## config.mk

```make
export PLATFORM = sky130hd
export DESIGN_NAME = pcpe_reduce
export DESIGN_NICKNAME = d
export VERILOG_FILES = /design/src/rtl/core/pcpe_pkg.sv /design/src/rtl/core/pcpe_reduce.sv
export SDC_FILE = /design/constraint.sdc
export NUM_CORES = 2
export LEC_CHECK = 0
export ABC_AREA = 1
export BUFFER_PORTS_ARGS = -buffer_cell sky130_fd_sc_hd__buf_2
export CAP_MARGIN = 20
export CORE_MARGIN = 4
export CORE_UTILIZATION = 60
export CTS_BUF_LIST = sky130_fd_sc_hd__clkbuf_8
export DETAILED_ROUTE_END_ITERATION = 6
export PLACE_DENSITY_LB_ADDON = 0.25
export SETUP_SLACK_MARGIN = 0.05
export SKIP_LAST_GASP = 1
export SLEW_MARGIN = 20
export SYNTH_ARGS = -nofsm -noshare
export SYNTH_HDL_FRONTEND = slang
export SYNTH_SLANG_ARGS = --single-unit
```

## constraint.sdc

```tcl
create_clock -name clk -period 11.9 [get_ports clk]
set_input_delay 2.38 -clock clk [delete_from_list [all_inputs] [get_ports clk]]
set_output_delay 2.38 -clock clk [all_outputs]
set_load 0.02 [all_outputs]
```

## src/rtl/core/pcpe_pkg.sv

```systemverilog
// ----------------------------------------------------------------------------
// pcpe_pkg: shared types and constants of the curve point evaluator
// Item types, register indexes, commands, and the fixed-point constants for
// range reduction, the rotation unit and output saturation.
// ----------------------------------------------------------------------------
package pcpe_pkg;

	typedef struct packed {
		logic              command;
		logic signed [31:0] angle;
	} pcpe_in_t;

	typedef struct packed {
		logic signed [47:0] out_x;
		logic signed [47:0] out_y;
		logic signed [47:0] out_z;
	} pcpe_out_t;

	typedef struct packed {
		logic              command;
		logic signed [31:0] angle;
		logic [1:0]        quad;
	} pcpe_side_t;

	localparam logic [1:0] REG_RADIUS_X = 2'd0;
	localparam logic [1:0] REG_RADIUS_Y = 2'd1;
	localparam logic [1:0] REG_PITCH    = 2'd2;

	localparam logic CMD_POINT = 1'b0;
	localparam logic CMD_DERIV = 1'b1;

	localparam logic [31:0] TWO_OVER_PI = 32'hA2F9836E;
	localparam logic [30:0] HALF_PI_Q30 = 31'd1686629713;
	localparam logic signed [32:0] GAIN_INV_Q30 = 33'sd652032874;

	localparam logic signed [63:0] TRIG_HALF  = 64'sd536870912;
	localparam int                 TRIG_SHIFT = 30;

	localparam logic signed [63:0] OUT_MAX = 64'sh0000_7FFF_FFFF_FFFF;
	localparam logic signed [63:0] OUT_MIN = -64'sh0000_8000_0000_0000;

	localparam logic [29:0] ATAN_Q30 [32] = '{
		30'd843314857, 30'd497837829, 30'd263043837, 30'd133525159,
		30'd67021687,  30'd33543516,  30'd16775851,  30'd8388437,
		30'd4194283,   30'd2097149,   30'd1048576,   30'd524288,
		30'd262144,    30'd131072,    30'd65536,     30'd32768,
		30'd16384,     30'd8192,      30'd4096,      30'd2048,
		30'd1024,      30'd512,       30'd256,       30'd128,
		30'd64,        30'd32,        30'd16,        30'd8,
		30'd4,         30'd2,         30'd1,         30'd0
	};

	function automatic logic signed [47:0] sat48(input logic signed [63:0] v);
		logic signed [47:0] r;
		if (v > OUT_MAX) begin
			r = OUT_MAX[47:0];
		end else if (v < OUT_MIN) begin
			r = OUT_MIN[47:0];
		end else begin
			r = v[47:0];
		end
		return r;
	endfunction

endpackage

```

## src/rtl/core/pcpe_reduce.sv

```systemverilog
// ----------------------------------------------------------------------------
// pcpe_reduce: range reduction of the curve parameter
// Three stages: magnitude, multiply by 2/pi into quadrant and fraction,
// then scale the fraction by pi/2 into the Q2.30 residual angle.
// ----------------------------------------------------------------------------
module pcpe_reduce #(
	parameter int FRAC_BITS = 16
) (
	input  logic                    clk,
	input  logic                    arst_n,
	input  logic                    src_valid,
	output logic                    src_ready,
	input  pcpe_pkg::pcpe_in_t      src_item,
	output logic                    dst_valid,
	input  logic                    dst_ready,
	output logic signed [32:0]      dst_z0,
	output pcpe_pkg::pcpe_side_t    dst_side
);

	logic                  v_s1, v_s2, v_s3;
	logic                  r1, r2, r3;
	pcpe_pkg::pcpe_in_t    item_s1;
	logic [31:0]           mag_s1;
	pcpe_pkg::pcpe_side_t  side_s2, side_s3;
	logic [31:0]           frac_s2;
	logic [30:0]           z0_s3;
	logic [31:0]           mag_w;
	logic [63:0]           prod1_w, prod2_w;
	pcpe_pkg::pcpe_side_t  side_w;

	assign r3 = !v_s3 || dst_ready;
	assign r2 = !v_s2 || r3;
	assign r1 = !v_s1 || r2;
	assign src_ready = r1;

	assign mag_w = src_item.angle[31] ? (~src_item.angle + 32'd1) : src_item.angle;

	assign prod1_w = {32'b0, mag_s1} * {32'b0, pcpe_pkg::TWO_OVER_PI};
	assign prod2_w = {32'b0, frac_s2} * {33'b0, pcpe_pkg::HALF_PI_Q30};

	always_comb begin
		side_w.command = item_s1.command;
		side_w.angle   = item_s1.angle;
		side_w.quad    = prod1_w[FRAC_BITS+33:FRAC_BITS+32];
	end

	always_ff @(posedge clk or negedge arst_n) begin
		if (!arst_n) begin
			v_s1 <= 1'b0;
			v_s2 <= 1'b0;
			v_s3 <= 1'b0;
		end else begin
			if (r1) v_s1 <= src_valid;
			if (r2) v_s2 <= v_s1;
			if (r3) v_s3 <= v_s2;
		end
	end

	always_ff @(posedge clk) begin
		if (r1 && src_valid) begin
			item_s1 <= src_item;
			mag_s1  <= mag_w;
		end
		if (r2 && v_s1) begin
			side_s2 <= side_w;
			frac_s2 <= prod1_w[FRAC_BITS+31:FRAC_BITS];
		end
		if (r3 && v_s2) begin
			side_s3 <= side_s2;
			z0_s3   <= prod2_w[62:32];
		end
	end

	assign dst_valid = v_s3;
	assign dst_z0    = signed'({2'b00, z0_s3});
	assign dst_side  = side_s3;

	a_z0_below_half_pi: assert property (@(posedge clk) disable iff (!arst_n)
		v_s3 |-> (z0_s3 < pcpe_pkg::HALF_PI_Q30))
		else $error("residual angle not below pi/2");

	a_held_item_kept: assert property (@(posedge clk) disable iff (!arst_n)
		(v_s2 && !r2) |=> v_s2)
		else $error("held item dropped in reduction");

endmodule

```

== After elaboration in Yosys (flattened, before gate mapping) ==
Index checks and enable logic that the tools add are counted.
Storage, ports and cells
  flip-flop bits (word level): 201
  input port bits: 37
Operators by class
  reductions and logical operators: 9
  $add $sub $neg: 1
  bitwise logic cells: 1
  multipliers: 2
  mux-type cells: 1
Operators with widths (count)
  $mul A32 B31 Y63 const B: 1
  $mul A32 B31 Y49 const B: 1
  $add A32 B1 Y32 const B: 1
  $not A32 Y32: 1
  $mux W31: 1
  $logic_and A1 B1 Y1: 3
  $logic_not A1 Y1: 3
  $logic_or A1 B1 Y1: 3

== Longest topological paths before layout ==
  depth after elaboration: 5
  gate-level depth with buffers: 30
  depth with buffers taken out: 30

== Least setup slack after synthesis ==
Ideal clock, no wire load.
  path type: input to register
  start point: input dst_ready
  end point: register side_s3, in the netlist dst_side[0] (enable)
  setup time: 512 ps
  path buffers: 0
  arrival: 5607 ps
  slack: 5781 ps
  stages: 2
  cells stage by stage: inv_1 > a21oi_1
Between the ends
  word-level cells in the longest chain between the ends: 2
RTL lines
  from (decl): RTL line pcpe_reduce.sv:15  | input logic dst_ready,
  $logic_or A1 B1 Y1: RTL line pcpe_reduce.sv:31  | assign r3 = !v_s3 || dst_ready;
  $logic_and A1 B1 Y1: RTL line pcpe_reduce.sv:68  | if (r3 && v_s2) begin
  to (signal assigned): RTL line pcpe_reduce.sv:69  | side_s3 <= side_s2;
  to (decl): RTL line pcpe_reduce.sv:24  | pcpe_pkg::pcpe_side_t side_s2, side_s3;
No other way between the ends.
A chain may end at the register's enable or synchronous reset.

== Worst setup path after layout ==
  start point: register mag_s1[8]
  end point: register frac_s2[21], data pin
Between the ends
  word-level cells in the longest chain between the ends: 1
RTL lines
  from (decl): RTL line pcpe_reduce.sv:23  | logic [31:0] mag_s1;
  from (signal assigned): RTL line pcpe_reduce.sv:62  | mag_s1 <= mag_w;
  $mul A32 B31 Y49: RTL line pcpe_reduce.sv:38  | assign prod1_w = {32'b0, mag_s1} * {32'b0, pcpe_pkg::TWO_OVER_PI};
  via prod1_w[37]: RTL line pcpe_reduce.sv:28  | logic [63:0] prod1_w, prod2_w;
  to (signal assigned): RTL line pcpe_reduce.sv:66  | frac_s2 <= prod1_w[FRAC_BITS+31:FRAC_BITS];
  to (decl): RTL line pcpe_reduce.sv:25  | logic [31:0] frac_s2;
The timed path passes the listed nets, and every way through them passes these cells.

==> flow_summary.json <==
{
  "violations": "DRC",
  "synth-seq-cells": 200,
  "cts_tree": "built",
  "gpl.final_weighted_congestion": 1.017,
  "design.die.area_sq_um": 71600,
  "fp-row-count": 94,
  "routedWlPerCell_um": 21.15,
  "grt-ovfl-total": 0,
  "initial_utilization_pct": 60.95,
  "maxCapViolations": 0,
  "muxShareOfSynthArea_pct": 0,
  "core-area_sq_um": 66330,
  "synthAdderAreaFrac_pct": 56.73,
  "clock_path_buffers": 2,
  "synthTopCellsByArea": "fa_1, ha_1, edfxtp_1",
  "outcome": "finished, violations left",
  "synthToLayoutAreaGrowth_pct": 5.279,
  "post-route-min-period_ps": 7205,
  "setup_viol_count_final": 0,
  "cts_resized": 0,
  "grt_usage_pct": 32.67,
  "critPathLaunchType": "flip-flop",
  "slowest_stage": "edfxtp_1",
  "grt_pass1_wl_um": 174700,
  "syn_area_sq_um": 40430,
  "fmax_mhz": 138.8,
  "cts-buffers-inserted": 17,
  "ctsRootBufferMaster": "clkbuf_8",
  "die_x_um": 267.6,
  "ant_nets": 0,
  "cts.sinks": 200,
  "fin_skew_ps": 30.64,
  "synth-simple-area-share_pct": 11.31,
  "io_buffers": 104,
  "holdCritPathClass": "flip-flop to flip-flop",
  "yosysSeqAreaShare_pct": 14.82,
  "grt_max_degree": 68,
  "dp_hpwl_um": 100800,
  "report.final.slew_viol_count": 0,
  "tns_ps": 0,
  "max_stage_delay_ps": 710,
  "synth_top_family_by_area": "adder cells",
  "synthDistinctLibCells": 40,
  "drtIter0Drc": 2346,
  "first_global_vias": 30430,
  "clk_pin_slew_ps": 160,
  "required_ps": 12260,
  "antenna_found_initial": 2,
  "cp-end-kind": "flip-flop",
  "synth_edf_count": 197,
  "clock_latency_ps": 610,
  "routed_wl_um": 112700,
  "die_y_um": 267.6,
  "n_fill_cell": 5663,
  "final_layout_size_suffix_gt1_share_pct": 4.905,
  "drc": 1,
  "worstPathArrival_ps": 7570,
  "path_cells": "inv_1, fa_1, fa_1, fa_1, fa_1, inv_1, fa_1, fa_1, fa_1, inv_1, fa_1, inv_1, ha_1, nand2_1, nor2_1, nand2_1, nor3_1, nand3_1, nand4_1, nand2_1",
  "h-tree-depth": 4,
  "crit_fanout": 6,
  "path_common_cell": "fa_1",
  "vias": 28980,
  "yosysTopAreaCell": "fa_1",
  "worstMarginPinSlew_ps": 1059,
  "via_per_inst": 5.436,
  "synth_top_area_share_pct": 36.74,
  "io_pins": 107,
  "num-nets-final": 5877,
  "yosysWarnings": 0,
  "async_reset_ff_share_pct": 1.500,
  "hold_viol_final": 0,
  "synthCells": 4324,
  "synth_xor_area_share_pct": 1.430,
  "post-cts-setup-buffer-count": 0,
  "synth_compound_area_share_pct": 3.172,
  "avgSynthCellArea_sq_um": 9.351,
  "hold_buffers": 0,
  "rsz0062_at_grt": "false",
  "post-route-period-util_pct": 60.55,
  "critical_path_class": "flip-flop to flip-flop",
  "synth_top_flop_cell": "edfxtp_1",
  "max_slew_margin_pct": 29.43,
  "dr.pass1.iters": 7
}
-- critical path, delay by kind of cell (launching register included) --
family,cells,cell delay (ps)
flip-flops,1,710
buffers and inverters,4,430
adder cells (fa/ha/maj),9,4480
AND/OR/NAND/NOR,7,1340
-- logic make-up after synthesis --
family | after synthesis
XOR/XNOR | 66
buffers and inverters | 1348
AND/OR/NAND/NOR | 1085
AO/OA/AOI/OAI | 236
flip-flops | 200
adder cells (fa/ha/maj) | 1388
other | 1
-- cell usage after synthesis, types with 16 or more instances --
cell	instances
nand2_1	657
xor2_1	42
nor2_1	213
xnor2_1	24
nand4_1	33
inv_1	1334
edfxtp_1	197
o21ai_0	71
nand3_1	105
a21oi_1	121
nor2_2	24
fa_1	742
o21bai_1	16
ha_1	646
-- metrics by stage --
step / hold slack, ps / worst slack [ps] / util (%) / area (sq um) / instances
6_report: 412.3 / 4695 / 64.17 / 42570 / 5331
5_1_grt: 427.7 / 4425 / 64.17 / 42570 / 5331
4_1_cts: 413.5 / 4683 / 64.16 / 42560 / 5329
3_5_place_dp: 404.5 / 4750 / 63.45 / 42090 / 5297
3_3_place_gp: 400.6 / 4818 / 63.45 / 42090 / 5297
2_1_floorplan: 400.3 / 5781 / - / 40440 / 4325
-- sequential cells by signal, indices dropped and copies added (netlist names) --
register,cells
v_s2,1
frac_s2,32
item_s1,33
z0_s3,31
v_s1,1
mag_s1,31
dst_valid,1
dst_side,35
side_s2,35
-- layer usage --
metal / global-route usage, % / up-vias / part of all wire, %
met5: 0 / - / 0
li1: - / 13280 / -
met1: 45.82 / 14410 / 43
met3: 5.999 / 199 / 7.2
met2: 52.05 / 1087 / 46
met4: 10.81 / 0 / 3.6
-- final cells by class --
cell class | count | area, sq um | share of cell area [%]
multi-input cells | 2777 | 29390 | 69.04
inverters | 1343 | 5041 | 11.84
clock buffers | 17 | 234.0 | 0.5497
diodes | 2 | 5.005 | 0.01176
clock inverters | 15 | 237.7 | 0.5585
flip-flops and latches | 200 | 5991 | 14.07
well taps | 864 | 1081 | 2.540
repair buffers | 113 | 588.1 | 1.381
-- cell usage in the layout, fill, tap and decap left out, drive strengths merged, types with 42 or more instances in the layout --
cell / synthesis / final
nand2: 670 / 670
nor2: 239 / 239
fa: 742 / 742
a21oi: 121 / 121
buf: 3 / 113
o21ai: 76 / 76
nand3: 109 / 109
xor2: 42 / 42
inv: 1342 / 1352
ha: 646 / 646
edfxtp: 197 / 197
-- path summary, 6_finish.rpt --
check,start,end,cells after the start,slack (ps)
min,side_s2[26],dst_side[26],0,410
min in group asynchronous,arst_n,v_s2,1,1540
max reg2reg,mag_s1[8],frac_s2[21],20,4690
max in group asynchronous,arst_n,dst_valid,1,10230
min reg2reg,side_s2[26],dst_side[26],0,410
max,mag_s1[8],frac_s2[21],20,4690
Power is not shown: default switching activity piles up to over one toggle a cycle in this logic, so the estimate is an artifact.
